==> config.mk <==
export PLATFORM = sky130hd
export DESIGN_NAME = serial_command_line_matcher
export DESIGN_NICKNAME = d
export VERILOG_FILES = /design/src/design/scl_pkg.sv /design/src/design/serial_command_line_matcher.sv /design/src/design/scl_line.sv /design/src/design/scl_link.sv
export VERILOG_INCLUDE_DIRS = /design/src /design/src/design
export SDC_FILE = /design/constraint.sdc
export NUM_CORES = 1
export LEC_CHECK = 0
export ABC_AREA = 1
export BUFFER_PORTS_ARGS = -buffer_cell sky130_fd_sc_hd__buf_2
export CORE_ASPECT_RATIO = 1.2
export CORE_MARGIN = 10
export CORE_UTILIZATION = 40
export CTS_CLUSTER_DIAMETER = 40
export DETAILED_ROUTE_END_ITERATION = 10
export PLACE_DENSITY = 0.63
export SLEW_MARGIN = 20
export SYNTH_ARGS = -nofsm -noshare
export SYNTH_HDL_FRONTEND = slang
export SYNTH_SLANG_ARGS = --single-unit
==> constraint.sdc <==
create_clock -name clk -period 5.48 [get_ports clk]
set_input_delay 0.274 -clock clk [delete_from_list [all_inputs] [get_ports clk]]
set_output_delay 0.274 -clock clk [all_outputs]
set_load 0.05 [all_outputs]
==> src/design/serial_command_line_matcher_macros.svh <==
// Assertion macros shared by the command line matcher modules.
`ifndef SERIAL_COMMAND_LINE_MATCHER_MACROS_SVH
`define SERIAL_COMMAND_LINE_MATCHER_MACROS_SVH

`ifndef SYNTH
`define SCLM_ASSERT(label, prop, msg) \
  label: assert property (@(posedge clk) disable iff (rst) (prop)) else $error(msg);
`define SCLM_ASSERT_ALWAYS(label, prop, msg) \
  label: assert property (@(posedge clk) (prop)) else $error(msg);
`else
`define SCLM_ASSERT(label, prop, msg)
`define SCLM_ASSERT_ALWAYS(label, prop, msg)
`endif

`endif

==> src/design/scl_pkg.sv <==
// Types, constants and text tables for the command line matcher.
`timescale 1ns / 1ps
package scl_pkg;

  localparam int CFG_IDX_W  = 1;
  localparam int CFG_DATA_W = 16;

  typedef enum logic [CFG_IDX_W-1:0] {
    REG_MAX_HOLD = 1'b0,
    REG_TIMEOUT  = 1'b1
  } scl_reg_t;

  typedef enum logic [1:0] {
    EV_PONG = 2'd0,
    EV_INFO = 2'd1,
    EV_HOLD = 2'd2,
    EV_DROP = 2'd3
  } scl_event_t;

  typedef enum logic [3:0] {
    NP_SKIP   = 4'b0001,
    NP_SIGN   = 4'b0010,
    NP_DIGITS = 4'b0100,
    NP_DONE   = 4'b1000
  } scl_num_phase_t;

  typedef struct packed {
    logic        ping;
    logic        info;
    logic        hold;
    logic [15:0] hold_value;
  } scl_line_evt_t;

  localparam logic [7:0]  CMD_PING_LEN = 8'd8;
  localparam logic [7:0]  CMD_INFO_LEN = 8'd12;
  localparam logic [7:0]  CMD_HOLD_LEN = 8'd17;
  localparam logic [16:0] NUM_SAT      = 17'd65536;
  localparam logic [16:0] ELAPSED_MAX  = 17'h1FFFF;

  localparam logic [7:0] CHAR_NUL   = 8'h00;
  localparam logic [7:0] CHAR_CR    = 8'h0D;
  localparam logic [7:0] CHAR_LF    = 8'h0A;
  localparam logic [7:0] CHAR_SPACE = 8'h20;
  localparam logic [7:0] CHAR_PLUS  = 8'h2B;
  localparam logic [7:0] CHAR_MINUS = 8'h2D;
  localparam logic [7:0] CHAR_ZERO  = 8'h30;
  localparam logic [7:0] CHAR_NINE  = 8'h39;

  // Shared three-letter lead-in and underscore of every command.
  function automatic logic [7:0] lead_char(input logic [4:0] idx);
    logic [7:0] ch;
    case (idx)
      5'd0:    ch = 8'h48;
      5'd1:    ch = 8'h43;
      5'd2:    ch = 8'h44;
      5'd3:    ch = 8'h5F;
      default: ch = CHAR_NUL;
    endcase
    return ch;
  endfunction

  function automatic logic [7:0] ping_char(input logic [4:0] idx);
    logic [7:0] ch;
    case (idx)
      5'd4:    ch = 8'h50; // P
      5'd5:    ch = 8'h49; // I
      5'd6:    ch = 8'h4E; // N
      5'd7:    ch = 8'h47; // G
      default: ch = lead_char(idx);
    endcase
    return ch;
  endfunction

  function automatic logic [7:0] info_char(input logic [4:0] idx);
    logic [7:0] ch;
    case (idx)
      5'd4:    ch = 8'h47; // G
      5'd5:    ch = 8'h45; // E
      5'd6:    ch = 8'h54; // T
      5'd7:    ch = 8'h5F; // _
      5'd8:    ch = 8'h49; // I
      5'd9:    ch = 8'h4E; // N
      5'd10:   ch = 8'h46; // F
      5'd11:   ch = 8'h4F; // O
      default: ch = lead_char(idx);
    endcase
    return ch;
  endfunction

  function automatic logic [7:0] hold_char(input logic [4:0] idx);
    logic [7:0] ch;
    case (idx)
      5'd4:    ch = 8'h53; // S
      5'd5:    ch = 8'h45; // E
      5'd6:    ch = 8'h54; // T
      5'd7:    ch = 8'h5F; // _
      5'd8:    ch = 8'h4C; // L
      5'd9:    ch = 8'h45; // E
      5'd10:   ch = 8'h44; // D
      5'd11:   ch = 8'h5F; // _
      5'd12:   ch = 8'h48; // H
      5'd13:   ch = 8'h4F; // O
      5'd14:   ch = 8'h4C; // L
      5'd15:   ch = 8'h44; // D
      5'd16:   ch = 8'h7C; // |
      default: ch = lead_char(idx);
    endcase
    return ch;
  endfunction

  // Drop candidates whose text length does not fit the length seen.
  function automatic logic [2:0] check_len(input logic [2:0] flags, input logic [7:0] len);
    logic [2:0] f;
    f = flags;
    if (len != CMD_PING_LEN) f[0] = 1'b0;
    if (len != CMD_INFO_LEN) f[1] = 1'b0;
    if (len < CMD_HOLD_LEN)  f[2] = 1'b0;
    return f;
  endfunction

endpackage

==> src/design/serial_command_line_matcher.sv <==
// Top level of the serial command line matcher.
// A result passes through the input register and then the result register before it appears on the master side.
// Throughput: one input transaction per cycle; the result register keeps taking items
// while the master side is ready or the register is empty.
// Reset: synchronous active-high rst empties both registers, clears the line,
// drops the link and loads max_hold_ms = 1000 and heartbeat_timeout = 3000.
`timescale 1ns / 1ps
`include "serial_command_line_matcher_macros.svh"
module serial_command_line_matcher #(
  parameter int LINE_LENGTH = 64
) (
  input  logic                            clk,
  input  logic                            rst,
  input  logic                            s_tvalid,
  output logic                            s_tready,
  input  logic [7:0]                      s_tdata,   // [7:0] data_byte
  input  logic                            s_tuser,   // [0] kind
  output logic                            m_tvalid,
  input  logic                            m_tready,
  output logic [23:0]                     m_tdata,   // [15:0] hold_value, [16] link_up
  output logic [1:0]                      m_tuser,   // [1:0] event_code
  input  logic                            cfg_we,
  input  logic [scl_pkg::CFG_IDX_W-1:0]   cfg_index,
  input  logic [scl_pkg::CFG_DATA_W-1:0]  cfg_data
);
  import scl_pkg::*;

  logic        in_valid;
  logic        in_kind;
  logic [7:0]  in_byte;
  logic        advance;
  logic        step;
  logic [15:0] max_hold_ms;
  logic [15:0] heartbeat_timeout;

  scl_line_evt_t evt;
  logic          drop;
  logic          link_up;
  logic          has_result;
  scl_event_t    code;
  logic [15:0]   hold_value;

  logic        out_valid;
  scl_event_t  out_code;
  logic [15:0] out_hold;
  logic        out_link;

  assign advance  = !out_valid || m_tready;
  assign step     = in_valid && advance;
  assign s_tready = !in_valid || advance;

  scl_line #(
    .LINE_LENGTH(LINE_LENGTH)
  ) u_line (
    .clk        (clk),
    .rst        (rst),
    .step       (step && !in_kind),
    .data_byte  (in_byte),
    .max_hold_ms(max_hold_ms),
    .evt        (evt)
  );

  scl_link u_link (
    .clk              (clk),
    .rst              (rst),
    .tick             (step && in_kind),
    .ping             (evt.ping),
    .heartbeat_timeout(heartbeat_timeout),
    .drop             (drop),
    .link_up          (link_up)
  );

  always_comb begin
    has_result = drop || evt.ping || evt.info || evt.hold;
    hold_value = '0;
    if (drop) begin
      code = EV_DROP;
    end else if (evt.ping) begin
      code = EV_PONG;
    end else if (evt.info) begin
      code = EV_INFO;
    end else begin
      code       = EV_HOLD;
      hold_value = evt.hold_value;
    end
  end

  always_ff @(posedge clk) begin
    if (rst) begin
      max_hold_ms       <= 16'd1000;
      heartbeat_timeout <= 16'd3000;
    end else if (cfg_we) begin
      case (cfg_index)
        REG_MAX_HOLD: max_hold_ms       <= cfg_data;
        REG_TIMEOUT:  heartbeat_timeout <= cfg_data;
        default: begin
        end
      endcase
    end
  end

  always_ff @(posedge clk) begin
    if (rst) begin
      in_valid <= 1'b0;
    end else if (s_tready) begin
      in_valid <= s_tvalid;
    end
    if (s_tready && s_tvalid) begin
      in_kind <= s_tuser;
      in_byte <= s_tdata;
    end
  end

  always_ff @(posedge clk) begin
    if (rst) begin
      out_valid <= 1'b0;
    end else if (advance) begin
      out_valid <= step && has_result;
    end
    if (advance) begin
      out_code <= code;
      out_hold <= hold_value;
      out_link <= link_up;
    end
  end

  assign m_tvalid = out_valid;
  assign m_tuser  = out_code;
  assign m_tdata  = {7'd0, out_link, out_hold};

  `SCLM_ASSERT(a_drop_link_down, (m_tvalid && (m_tuser == EV_DROP)) |-> !m_tdata[16], "drop with link up")
  `SCLM_ASSERT(a_pong_link_up, (m_tvalid && (m_tuser == EV_PONG)) |-> m_tdata[16], "pong with link down")
  `SCLM_ASSERT(a_hold_only, (m_tvalid && (m_tuser != EV_HOLD)) |-> (m_tdata[15:0] == '0), "stray hold value")
  `SCLM_ASSERT_ALWAYS(a_reset_empty, rst |=> (!m_tvalid && s_tready), "registers not empty after reset")

endmodule

==> src/design/scl_line.sv <==
// Line assembly, incremental command matching and hold number parsing.
`timescale 1ns / 1ps
module scl_line #(
  parameter int LINE_LENGTH = 64
) (
  input  logic                  clk,
  input  logic                  rst,
  input  logic                  step,
  input  logic [7:0]            data_byte,
  input  logic [15:0]           max_hold_ms,
  output scl_pkg::scl_line_evt_t evt
);
  import scl_pkg::*;

  localparam int PW = $clog2(LINE_LENGTH);
  localparam logic [PW-1:0] LAST_POS = PW'(LINE_LENGTH - 1);

  logic [PW-1:0]  pos, pos_next;
  logic [2:0]     flags, flags_next;
  logic           ended, ended_next;
  scl_num_phase_t phase, phase_next;
  logic           neg, neg_next;
  logic [16:0]    value, value_next;

  logic [7:0]  pos8;
  logic        is_digit;
  logic [16:0] digit;
  logic [20:0] acc;
  logic [16:0] req;
  logic [2:0]  fl_end;

  always_comb begin
    pos8     = 8'(pos);
    is_digit = (data_byte >= CHAR_ZERO) && (data_byte <= CHAR_NINE);
    digit    = 17'(data_byte - CHAR_ZERO);
    acc      = {value, 3'b000} + {2'b00, value, 1'b0} + 21'(digit);
    req      = (neg && (value != '0)) ? NUM_SAT : value;
    fl_end   = ended ? flags : check_len(flags, pos8);

    pos_next    = pos;
    flags_next  = flags;
    ended_next  = ended;
    phase_next  = phase;
    neg_next    = neg;
    value_next  = value;
    evt         = '0;
    evt.hold_value = (req > {1'b0, max_hold_ms}) ? max_hold_ms : req[15:0];

    if (step) begin
      if (data_byte == CHAR_CR) begin
      end else if (data_byte == CHAR_LF) begin
        if (pos != '0) begin
          evt.ping = fl_end[0];
          evt.info = !fl_end[0] && fl_end[1];
          evt.hold = !fl_end[0] && !fl_end[1] && fl_end[2];
        end
        pos_next   = '0;
        flags_next = 3'b111;
        ended_next = 1'b0;
        phase_next = NP_SKIP;
        neg_next   = 1'b0;
        value_next = '0;
      end else if (pos < LAST_POS) begin
        pos_next = pos + 1'b1;
        if (!ended) begin
          if (data_byte == CHAR_NUL) begin
            ended_next = 1'b1;
            flags_next = check_len(flags, pos8);
          end else begin
            if ((pos8 >= CMD_PING_LEN) || (data_byte != ping_char(pos8[4:0])))
              flags_next[0] = 1'b0;
            if ((pos8 >= CMD_INFO_LEN) || (data_byte != info_char(pos8[4:0])))
              flags_next[1] = 1'b0;
            if (pos8 < CMD_HOLD_LEN) begin
              if (data_byte != hold_char(pos8[4:0])) flags_next[2] = 1'b0;
            end else if (flags[2]) begin
              case (phase)
                NP_SKIP: begin
                  if (data_byte inside {CHAR_SPACE, [8'h09:8'h0D]}) begin
                  end else if (data_byte inside {CHAR_PLUS, CHAR_MINUS}) begin
                    neg_next   = (data_byte == CHAR_MINUS);
                    phase_next = NP_SIGN;
                  end else if (is_digit) begin
                    value_next = digit;
                    phase_next = NP_DIGITS;
                  end else begin
                    phase_next = NP_DONE;
                  end
                end
                NP_SIGN: begin
                  if (is_digit) begin
                    value_next = digit;
                    phase_next = NP_DIGITS;
                  end else begin
                    neg_next   = 1'b0;
                    value_next = '0;
                    phase_next = NP_DONE;
                  end
                end
                NP_DIGITS: begin
                  if (is_digit) begin
                    value_next = (acc > 21'(NUM_SAT)) ? NUM_SAT : acc[16:0];
                  end else begin
                    phase_next = NP_DONE;
                  end
                end
                default: begin
                end
              endcase
            end
          end
        end
      end else begin
        pos_next   = '0;
        flags_next = 3'b111;
        ended_next = 1'b0;
        phase_next = NP_SKIP;
        neg_next   = 1'b0;
        value_next = '0;
      end
    end
  end

  always_ff @(posedge clk) begin
    if (rst) begin
      pos   <= '0;
      flags <= 3'b111;
      ended <= 1'b0;
      phase <= NP_SKIP;
      neg   <= 1'b0;
      value <= '0;
    end else begin
      pos   <= pos_next;
      flags <= flags_next;
      ended <= ended_next;
      phase <= phase_next;
      neg   <= neg_next;
      value <= value_next;
    end
  end

endmodule

==> src/design/scl_link.sv <==
// Heartbeat supervision: elapsed tick counter and link state.
`timescale 1ns / 1ps
`include "serial_command_line_matcher_macros.svh"
module scl_link (
  input  logic        clk,
  input  logic        rst,
  input  logic        tick,
  input  logic        ping,
  input  logic [15:0] heartbeat_timeout,
  output logic        drop,
  output logic        link_up
);
  import scl_pkg::*;

  logic [16:0] elapsed, elapsed_next;
  logic        connected, connected_next;

  always_comb begin
    elapsed_next   = elapsed;
    connected_next = connected;
    drop           = 1'b0;
    if (tick) begin
      if (elapsed != ELAPSED_MAX) elapsed_next = elapsed + 1'b1;
      if (connected && (elapsed_next > {1'b0, heartbeat_timeout})) begin
        connected_next = 1'b0;
        drop           = 1'b1;
      end
    end else if (ping) begin
      elapsed_next   = '0;
      connected_next = 1'b1;
    end
    link_up = connected_next;
  end

  always_ff @(posedge clk) begin
    if (rst) begin
      elapsed   <= '0;
      connected <= 1'b0;
    end else begin
      elapsed   <= elapsed_next;
      connected <= connected_next;
    end
  end

  `SCLM_ASSERT(a_link_rise_clears, $rose(connected) |-> (elapsed == '0), "link up with stale count")

endmodule
==> summary.md, run 1 <==
| Metric | Value |
|---|---|
| Fmax | 0.2297 GHz |
| R2r worst-path depth | 16 |
| Post-cts resize count | 0 |
| Fillers | 2181 |
| CTS buffer count | 9 |
| Post-DP HPWL | 18.25 mm |
| Synth Area in Compound Gates | 12.26% |
| Top cells by area, synth | dfxtp_1 19%, nand2_1 16%, edfxtp_1 9.7% |
| Synth Area in Adders | 12.59% |
| Crit. End Element | flip-flop |
| Slew Limit Headroom | 32.81% |
| Layout cells sized above 1 | 7.895% |
| Largest area contributor in the netlist | dfxtp_1 |
| Mapped Area | 8643 µm² |
| PortBufs | 51 |
| Final core occ | 44.39% |
| Register area share after synthesis | 29.18% |
| XOR/XNOR Fraction of Synth Area | 2.837% |
| CP max FO | 17 |
| Final setup fails | 0 |
| Warnings from Yosys | 0 |
| TritonCTS clock tree | yes |
| Slew Limit Fails | 0 |
| Clk buf depth | 2 |
| Core ar. | 21120 µm² |
| NumNets Final | 1434 |
| RSZ-0062 raised after global routing | false |
| Hold Fails Final Rpt | 0 |
| Die Span X | 154.2 µm |
| Most used DFF post-synth | dfxtp_1 |
| Synth cell count leaders | 368 x nand2_1, 178 x inv_1, 116 x nor2_1 |
| PD cells | 192.8 nW/µm² |
| Global-route wire length before repair | 38.38 mm |
| Hold Crit Start | s_tdata[5] |
| P&R area growth vs syn | 8.454% |
| Overall Power | 0.001807 W |
| Vias in the first global route | 7867 |
| Root Buffer | clkbuf_16 |
| Max IR drop VDD | 0.1553 mV |
| Htree depth | 3 |
| Critical Path Start Type | flip-flop |
| Dpl ws | 1220 ps |
| Die Area | 27910 µm² |
| Post-DP Area | 9077 µm² |
| Reg2reg start | u_line.value[0]$_SDFFE_PP0P_ |
| Antenna fix cells | 0 |
| Initial antenna violation count | 0 |
| Worst EP arrival | 4460 ps |
| Via density | 5.079 |
| Number of enable flip-flop cells after synthesis | 28 |
| Gr ovfl total | 0 |
| Simple-Gate Fraction of Synth Area | 32.53% |
| Cell Rows | 58 |
| Gp weighted congestion | 0.8980 |
| Largest net degree at the start of global routing | 43 |
| FF+latch count, synth | 112 |
| Clk slew on worst S/H paths | 90 ps |
| Post-synth cell types | 48 |
| Leakage Power | 4.533 nW |
| Async S/R FF share, synth | 0% |
| Min Tclk post-route | 4353 ps |
| Mux cell area share after synthesis | 0.1158% |
| Clock sinks | 112 |
| Worst-Skew Late Latency | 360 ps |
| Status | finished, final reports clean |
| Tightest Pin Transition | 1005 ps |
| Cell with the most instances after synthesis | nand2_1 |
| Initial Util | 40.93% |
| Post-route setup TNS | 0 ps |
| Worst hold path class | in -> reg |
| Worst Skew | 15.61 ps |
| Syn_area_per_cell | 6.695 µm² |
| Critical path class | reg -> reg |
| Max cap viols | 0 |
| Num ports | 59 |
| Crit path from | u_line.value[0]$_SDFFE_PP0P_ |
| First DRT Iteration DRCs | 601 |
| # hold bufs at CTS | 0 |
| Critical Path RT | 5590 ps |
| Post-route worst setup slack | 1127 ps |
| Final worst path period share | 79.44% |
| DR pass1 iterations | 5 |
| Cell area after layout | 9374 µm² |
| Hold Path Depth | 1 |
| Cells after Synth | 1291 |
| Routed vias | 8127 |
| Top cell type's share of synthesized area | 19.46% |
| Total Routing Usage GR | 16.23% |
| Die Span Y | 181.0 µm |
| Number of routed nets with antenna violations | 0 |
| DRC errors left | 0 |
| WL/cell | 14.27 µm |
| Post-CTS setup buffers | 0 |
| Main combinational cell family by area after synthesis | simple AND/OR/NAND/NOR gates |
| Final wirelength | 22.83 mm |
cells in the final DEF, fill, tap and decap left out, types with 20 or more instances in the layout:
cell type	count
nand2_1	368
inv_1	178
nor2_1	116
a21oi_1	107
dfxtp_1	84
nand3_1	75
ha_1	63
buf_2	51
o21ai_0	49
edfxtp_1	28
nand4_1	27
nor3_1	23
xor2_1	20
where the power goes:
group / total, W / switching (W) / internal (W) / leakage (nW)
combinational: 0.000249 / 0.000167 / 0.0000815 / 3.39
sequential: 0.000891 / 0.0000226 / 0.000869 / 1.00
clock: 0.000667 / 0.000343 / 0.000324 / 0.145
total: 0.00181 / 0.000533 / 0.00127 / 4.53
worst paths after layout:
kind | end | slack, ps
worst max-delay path | out_hold[8]$_SDFFCE_PP0P_ | 1130
worst min register to register | u_line.flags[2]$_SDFFE_PP1P_ | 460
worst max register to register | out_hold[8]$_SDFFCE_PP0P_ | 1130
worst min-delay path | in_byte[5]$_DFFE_PP_ | 90
per-layer routing:
metal,wire length (µm),vias to the layer above,global-route usage [%]
li1,-,4243,-
met1,10480,3679,20.50
met2,11070,175,27.96
met3,868,30,2.376
met4,413,0,4.427
met5,0,-,0
critical path, cell delays in order (launching register included):
cell and delay [ps]:
dfxtp_1 410, nor4_1 390, nand4_1 160, o21ai_0 290
inv_1 270, nor2_1 260, ha_1 280, nand2_1 80
nor2_1 60, a211oi_1 190, o21ai_0 110, a21oi_1 150
nand2_1 80, a21oi_2 570, nand2_1 520, nand2_1 190
a21oi_1 90
logic make-up after synthesis:
logic type / Yosys count
XOR/XNOR: 28
other: 1
AO/OA/AOI/OAI: 193
AND/OR/NAND/NOR: 654
multiplexers: 1
flip-flops: 112
adder cells (fa/ha/maj): 78
buffers and inverters: 224
through the flow:
| stage | hold slack (ps) | cells |
|---|---|---|
| final | 89.22 | 1600 |
| after global routing | 82.82 | 1600 |
| after CTS | 76.10 | 1600 |
| after detailed placement | 452.1 | 1584 |
| after global placement | 445.1 | 1584 |
| after floorplan | 372.9 | 1297 |
layout make-up:
type                            count  area (µm²)  share of cell area, %
Inverter                          188       705.7                  7.528
Sequential cell                   112        2522                  26.91
Clock buffer                        9       225.2                  2.403
Timing Repair Buffer               53       270.3                  2.883
Multi-Input combinational cell    961        5241                  55.91
Clock inverter                      7       71.32                 0.7608
Tap cell                          270       337.8                  3.604
state kept, by name, indices dropped and copies added, names as in the netlist, 2 cells and up:
name,flops
u_line.value,17
u_link.elapsed,17
heartbeat_timeout,16
max_hold_ms,16
out_hold,16
in_byte,8
u_line.pos,6
u_line.phase,4
u_line.flags,3
m_tuser,2
No activity file was read; power rests on OpenSTA's default activity.
==> inputs of run 2 (changes only) <==
--- a/config.mk
+++ b/config.mk
@@ -6,7 +6,7 @@
 export SDC_FILE = /design/constraint.sdc
 export NUM_CORES = 1
 export LEC_CHECK = 0
-export ABC_AREA = 1
+export ABC_AREA = 0
 export BUFFER_PORTS_ARGS = -buffer_cell sky130_fd_sc_hd__buf_2
 export CORE_ASPECT_RATIO = 1.2
 export CORE_MARGIN = 10
==> constraint.sdc (replaced) <==
create_clock -name clk -period 4.3 [get_ports clk]
set_input_delay 0.215 -clock clk [delete_from_list [all_inputs] [get_ports clk]]
set_output_delay 0.215 -clock clk [all_outputs]
set_load 0.05 [all_outputs]
==> summary.md, run 2 <==
| Metric | Value |
|---|---|
| Status | finished, final reports clean |
| Cell area after layout | 9563 µm² (+2.0%) |
| DR pass1 iterations | 5 (unchanged) |
| Cell with the most instances after synthesis | nand2_1 |
| Max cap viols | 0 (unchanged) |
| Tightest Pin Transition | 852.6 ps (-152.7 ps) |
| Gr ovfl total | 0 (unchanged) |
| Routed vias | 7919 (-2.6%) |
| Largest area contributor in the netlist | dfxtp_1 |
| Post-cts resize count | 0 (unchanged) |
| Fin cells | 1393 (-13%) |
| Final wirelength | 25.43 mm (+11%) |
| Max IR drop VDD | 0.1658 mV (+6.8%) |
| Number of enable flip-flop cells after synthesis | 28 (unchanged) |
| RSZ-0062 raised after global routing | true |
| Final worst path period share | 95.37% (+16 points) |
| M1 WL | 10.87 mm (+3.8%) |
| CTS buffer count | 9 (unchanged) |
| Leakage Power | 4.036 nW (-11%) |
| Critical path class | reg -> reg |
| Die Span X | 154.7 µm (+0.34%) |
| Core ar. | 21560 µm² (+2.1%) |
| Critical Path Start Type | flip-flop |
| Biggest regs | u_line.value x17, u_link.elapsed x17 |
| Warnings from Yosys | 0 (unchanged) |
| WL met3 | 993 µm (+14%) |
| PortBufs | 51 (unchanged) |
| Cell Rows | 59 (+1.7%) |
| Worst-Skew Late Latency | 380 ps (+20 ps) |
| Post-route worst setup slack | 199.0 ps (-927.6 ps) |
| Num ports | 59 (unchanged) |
| Post-Place Cells | 1377 (-13%) |
| Initial antenna violation count | 1 (+1) |
| Post-DP HPWL | 19.46 mm (+6.6%) |
| Largest net degree at the start of global routing | 41 (-4.7%) |
| PD cells | 248.0 nW/µm² (+29%) |
| Mapped Area | 8712 µm² (+0.80%) |
| NumNets Final | 1223 (-15%) |
| Number of routed nets with antenna violations | 0 (unchanged) |
| Register area share after synthesis | 28.95% (-0.23 points) |
| Post-CTS setup buffers | 0 (unchanged) |
| P&R area growth vs syn | 9.766% |
| Die Span Y | 181.7 µm (+0.35%) |
| Antenna fix cells | 0 (unchanged) |
| Fmax | 0.2438 GHz (+6.2%) |
| Synth cell count leaders | 148 x nand2_1, 85 x a21oi_1, 84 x dfxtp_1 |
| Root Buffer | clkbuf_16 |
| DRC errors left | 0 (unchanged) |
| TritonCTS clock tree | yes |
| Post-synth cell types | 91 (+90%) |
| Slew Limit Fails | 0 (unchanged) |
| Total Routing Usage GR | 17.53% (+1.3 points) |
| Clk buf depth | 2 (unchanged) |
| Final core occ | 44.36% (about the same) |
| Vias in the first global route | 7439 (-5.4%) |
| Clock sinks | 112 (unchanged) |
| Top cell type's share of synthesized area | 19.30% (-0.15 points) |
| FF+latch count, synth | 112 (unchanged) |
| Gp weighted congestion | 0.8859 (-1.3%) |
| WL/cell | 18.25 µm (+28%) |
| Hold Fails Final Rpt | 0 (unchanged) |
| Syn_area_per_cell | 8.052 µm² (+20%) |
| Top cells by area, synth | dfxtp_1 19%, edfxtp_1 9.7%, ha_1 9.0% |
| Hold slack | 24.73 ps (-64.48 ps) |
| Crit. End Element | flip-flop |
| Global-route wire length before repair | 40.57 mm (+5.7%) |
| Slew Limit Headroom | 42.81% (+10 points) |
| Most used DFF post-synth | dfxtp_1 |
| Die Area | 28110 µm² (+0.70%) |
| Via density | 5.685 (+12%) |
| Htree depth | 3 (unchanged) |
| Initial Util | 40.42% (-0.51 points) |
| Clk slew on worst S/H paths | 90 ps (about the same) |
| Worst Skew | 20.33 ps (+4.725 ps) |
| Max layer used | met4 |
| Met2 Wirelength | 12.78 mm (+15%) |
| Critical Path RT | 4590 ps (-1000 ps) |
| Commonest non-fill, non-tap cells in the layout | 148 x nand2_1, 85 x a21oi_1, 84 x dfxtp_1 |
| # hold bufs at CTS | 0 (unchanged) |
| Dpl ws | 158.4 ps (-1062 ps) |
| Worst hold path class | in -> reg |
| Async S/R FF share, synth | 0% (unchanged) |
| Commonest non-fill, non-tap cell in the layout | nand2_1 |
| Min Tclk post-route | 4101 ps (-252.4 ps) |
| Cells after Synth | 1082 (-16%) |
| Final setup fails | 0 (unchanged) |
| Worst EP arrival | 4390 ps (-70 ps) |
| Layout cells sized above 1 | 11.89% (+4.0 points) |
| Post-DP Area | 9224 µm² (+1.6%) |
| First DRT Iteration DRCs | 524 (-13%) |
| CP max FO | 7 (-10) |
## run 2: changes by cell type after synthesis, sizes merged, moves of 13 or more
cell / change
nor2b: +27
clkbuf: +13
nand3: -46
a21oi: -25
xnor2: +21
and2: +17
a21o: +20
inv: -114
nand4: -14
o22ai: +23
nor2: -47
nand2: -225
## run 2: power by group
group / total, W / switching (W) / internal, W
registers: 0.00113 / 0.0000312 / 0.00110
clock network: 0.000917 / 0.000487 / 0.000430
logic: 0.000321 / 0.000206 / 0.000115
## run 2: final timing paths
kind                                                          from                                  to  slack (ps)  cells past startpoint
worst max-delay path                          in_byte[4]$_DFFE_PP_        u_line.value[1]$_SDFFE_PP0P_         200                     13
worst min-delay path                                    s_tdata[0]                in_byte[0]$_DFFE_PP_          20                      1
worst max register to register                in_byte[4]$_DFFE_PP_        u_line.value[1]$_SDFFE_PP0P_         200                     13
worst min register to register  heartbeat_timeout[15]$_SDFFE_PP0P_  heartbeat_timeout[15]$_SDFFE_PP0P_         460                      2
## run 2: final cells by class
type / count / area (µm²)
Clock buffer: 9 / 225.2
Timing Repair Buffer: 76 / 442.9
Sequential cell: 112 / 2522
Inverter: 75 / 281.5
Fill cell: 2178 / 11990
Multi-Input combinational cell: 840 / 5649
Clock inverter: 7 / 98.84
Tap cell: 274 / 342.8
## run 2: per-stage QoR
stage	TNS [ps]	total power, W
4_1_cts	0	0.002376
3_5_place_dp	0	0.001473
6_report	0	0.002372
3_3_place_gp	0	0.001469
5_1_grt	-721.9	0.002469
2_1_floorplan	0	0.001381
## run 2: worst max-delay path, stage by stage, from the launching register on
cell       delay (ps)
edfxtp_1          510
ha_1              330
nor3_4            270
buf_4             240
fa_1              430
ha_1              380
nand2_1           130
o31ai_2           450
a211o_1           240
nand2_1            70
o21ai_0           210
a2bb2oi_2         280
o211ai_1          250
o21ai_0           220
## run 2: cell families (layout without fill, tap and decap cells)
group           after synthesis  in the layout  share of synthesized area (%)
fa+ha+maj                    78             78                          12.49
simple gates                413            413                          24.31
xor+xnor                     50             50                          5.027
mux                           3              3                         0.3734
flops                       112            112                          28.95
other cells                   1              7                        0.04304
compound gates              289            289                          22.10
buf+inv                     136            167                          6.693
## run 2: metal layers
metal  vias to the layer above  global-route usage [%]
li1                       3903                       -
met1                      3795                   21.72
met2                       191                   30.21
met3                        30                   1.702
met4                         0                   7.340
met5                         -                       0
==> inputs of run 3 (changes only) <==
--- a/config.mk
+++ b/config.mk
@@ -6,7 +6,7 @@
 export SDC_FILE = /design/constraint.sdc
 export NUM_CORES = 1
 export LEC_CHECK = 0
-export ABC_AREA = 0
+export ABC_AREA = 1
 export BUFFER_PORTS_ARGS = -buffer_cell sky130_fd_sc_hd__buf_2
 export CORE_ASPECT_RATIO = 1.2
 export CORE_MARGIN = 10
==> summary.md, run 3 (same netlist as run 1, synthesis figures left out) <==
| Metric | Value |
|---|---|
| Final wirelength | 23.38 mm (-8.1%) |
| Antenna fix cells | 0 (unchanged) |
| CP max FO | 16 (+9) |
| P&R area growth vs syn | 9.815% (about the same) |
| Core ar. | 21120 µm² (-2.0%) |
| TritonCTS clock tree | yes |
| Vias in the first global route | 8024 (+7.9%) |
| Fmax | 0.2576 GHz (+5.6%) |
| PortBufs | 51 (unchanged) |
| Gp weighted congestion | 0.9098 (+2.7%) |
| Commonest non-fill, non-tap cell in the layout | nand2_1 |
| DRC errors left | 0 (unchanged) |
| Worst Skew | 13.27 ps (-7.062 ps) |
| Die Span X | 154.2 µm (-0.34%) |
| Final setup fails | 0 (unchanged) |
| CP max stage delay | 520 ps (about the same) |
| Htree depth | 3 (unchanged) |
| Num ports | 59 (unchanged) |
| Tightest Pin Transition | 1062 ps (+209.7 ps) |
| Worst EP arrival | 4170 ps (-220 ps) |
| Hold Fails Final Rpt | 0 (unchanged) |
| DR pass1 iterations | 5 (unchanged) |
| Post-DP HPWL | 18.52 mm (-4.8%) |
| Die Area | 27910 µm² (-0.69%) |
| Largest net degree at the start of global routing | 43 (+4.9%) |
| Slew Limit Fails | 0 (unchanged) |
| Critical Path Start Type | flip-flop |
| Crit path from | in_byte[7]$_DFFE_PP_ |
| Biggest regs | u_line.value x17, u_link.elapsed x17 |
| Cell Rows | 58 (-1.7%) |
| RSZ-0062 raised after global routing | false |
| Status | finished, final reports clean |
| Via density | 5.147 (-9.5%) |
| Max cap viols | 0 (unchanged) |
| Final worst path period share | 90.30% (-5.1 points) |
| WL/cell | 14.53 µm (-20%) |
| Met2 Wirelength | 11.25 mm (-12%) |
| Initial Util | 40.93% (+0.51 points) |
| Commonest non-fill, non-tap cells in the layout | 367 x nand2_1, 178 x inv_1, 116 x nor2_1 |
| First DRT Iteration DRCs | 511 (-2.5%) |
| Root Buffer | clkbuf_16 |
| Number of routed nets with antenna violations | 0 (unchanged) |
| Max layer used | met4 |
| Routed vias | 8282 (+4.6%) |
| Max IR drop VDD | 0.1567 mV (-5.5%) |
| R2r worst-path depth | 22 (+9) |
| Most frequent CP cell | nand2_1 |
| Global-route wire length before repair | 38.57 mm (-4.9%) |
| Reg2reg start | in_byte[7]$_DFFE_PP_ |
| Min Tclk post-route | 3883 ps (-218.3 ps) |
| Clock sinks | 112 (unchanged) |
| Slew Limit Headroom | 29.10% (-14 points) |
| Crit-path cells | nor2_2 > inv_1 > nor2_1 > buf_4 > fa_1 > ha_1 > nand2_1 > inv_1 > a21oi_1 > nor2_1 > nor2_1 > nand2_1 > nand2_1 > nand2_1 > nor2_1 > nand2_1 > nor2_2 > buf_4 > nand3_1 > nand2_1 > nand2_1 > a21oi_1 |
| M1 WL | 10.64 mm (-2.2%) |
| Leakage Power | 4.600 nW (+14%) |
| Critical Path RT | 4590 ps (about the same) |
| PD cells | 257.5 nW/µm² (+3.8%) |
| Reg2reg setup slack | 420 ps (+220 ps) |
| Worst hold path class | in -> reg |
| CTS buffer count | 9 (unchanged) |
| Clk buf depth | 2 (unchanged) |
| Gr ovfl total | 0 (unchanged) |
| Layout cells sized above 1 | 8.588% (-3.3 points) |
| RR Endpoint | u_line.value[5]$_SDFFE_PP0P_ |
| Post-route setup TNS | 0 ps (unchanged) |
| Total Routing Usage GR | 16.37% (-1.2 points) |
| Worst-Skew Late Latency | 370 ps (about the same) |
| Slowest-stage cell, CP | edfxtp_1 |
| Initial antenna violation count | 0 (-1) |
| Post-DP Area | 9130 µm² (-1.0%) |
| Clk slew on worst S/H paths | 80 ps (about the same) |
| WL met3 | 778 µm (-22%) |
| Crit. End Element | flip-flop |
| Critical path class | reg -> reg |
| Cell area after layout | 9492 µm² (-0.75%) |
| Worst setup path endpoint | u_line.value[5]$_SDFFE_PP0P_ |
| NumNets Final | 1443 (+18%) |
| Die Span Y | 181.0 µm (-0.35%) |
==> run 3: metal layers <==
| metal | up-vias | global-route usage, % |
|---|---|---|
| met5 | - | 0 |
| met4 | 0 | 7.113 |
| met3 | 53 | 2.233 |
| met2 | 192 | 27.76 |
| met1 | 3776 | 20.12 |
| li1 | 4261 | - |
==> run 3: where the power goes <==
part / internal (W) / total, W / switching (W)
registers: 0.00111 / 0.00113 / 0.0000258
logic: 0.000108 / 0.000326 / 0.000218
clock network: 0.000532 / 0.000986 / 0.000455
total: 0.00175 / 0.00244 / 0.000698
==> run 3: cell type report <==
| type | count | area, µm² |
|---|---|---|
| Clock buffer | 9 | 225.2 |
| Multi-Input combinational cell | 961 | 5244 |
| Sequential cell | 112 | 2522 |
| Tap cell | 270 | 337.8 |
| Inverter | 188 | 705.7 |
| Timing Repair Buffer | 62 | 337.8 |
| Fill cell | 2225 | 11630 |
| Clock inverter | 7 | 118.9 |
==> run 3: repair_timing <==
action / 4_1_cts / 5_1_grt
setup endpoints to repair: 0 / 16
gates resized for setup: 0 / 1
buffers inserted: 0 / 2
hold buffers: 0 / 0
==> run 3: worst min path at each step <==
| stage | start | endpoint | slack [ps] | cells past startpoint |
|---|---|---|---|---|
| after floorplan | s_tdata[0] | in_byte[0]$_DFFE_PP_ | 310 | 0 |
| after global placement | s_tdata[5] | in_byte[5]$_DFFE_PP_ | 390 | 1 |
| after detailed placement | s_tuser | in_kind$_DFFE_PP_ | 390 | 1 |
| after CTS | s_tuser | in_kind$_DFFE_PP_ | 20 | 1 |
| after global routing | s_tdata[7] | in_byte[7]$_DFFE_PP_ | 20 | 1 |
| final | s_tdata[7] | in_byte[7]$_DFFE_PP_ | 30 | 1 |
==> run 3: stage by stage <==
stage	std cells	power, W	hold WS (ps)	utilization, %	worst slack [ps]
3_5_place_dp	1591	0.001479	393.1	43.23	342.7
5_1_grt	1609	0.002550	17.93	44.95	18.80
4_1_cts	1607	0.002455	17.08	44.86	308.3
2_1_floorplan	1297	0.001392	313.9	-	501.2
6_report	1609	0.002445	26.62	44.95	417.3
3_3_place_gp	1591	0.001477	393.1	43.23	398.4
==> run 3: critical path, delay by kind of cell (launching register included) <==
family / cells / cell delay (ps)
AO/OA/AOI/OAI: 2 / 370
buffers and inverters: 4 / 590
AND/OR/NAND/NOR: 14 / 1490
flip-flops: 1 / 520
adder cells (fa/ha/maj): 2 / 830
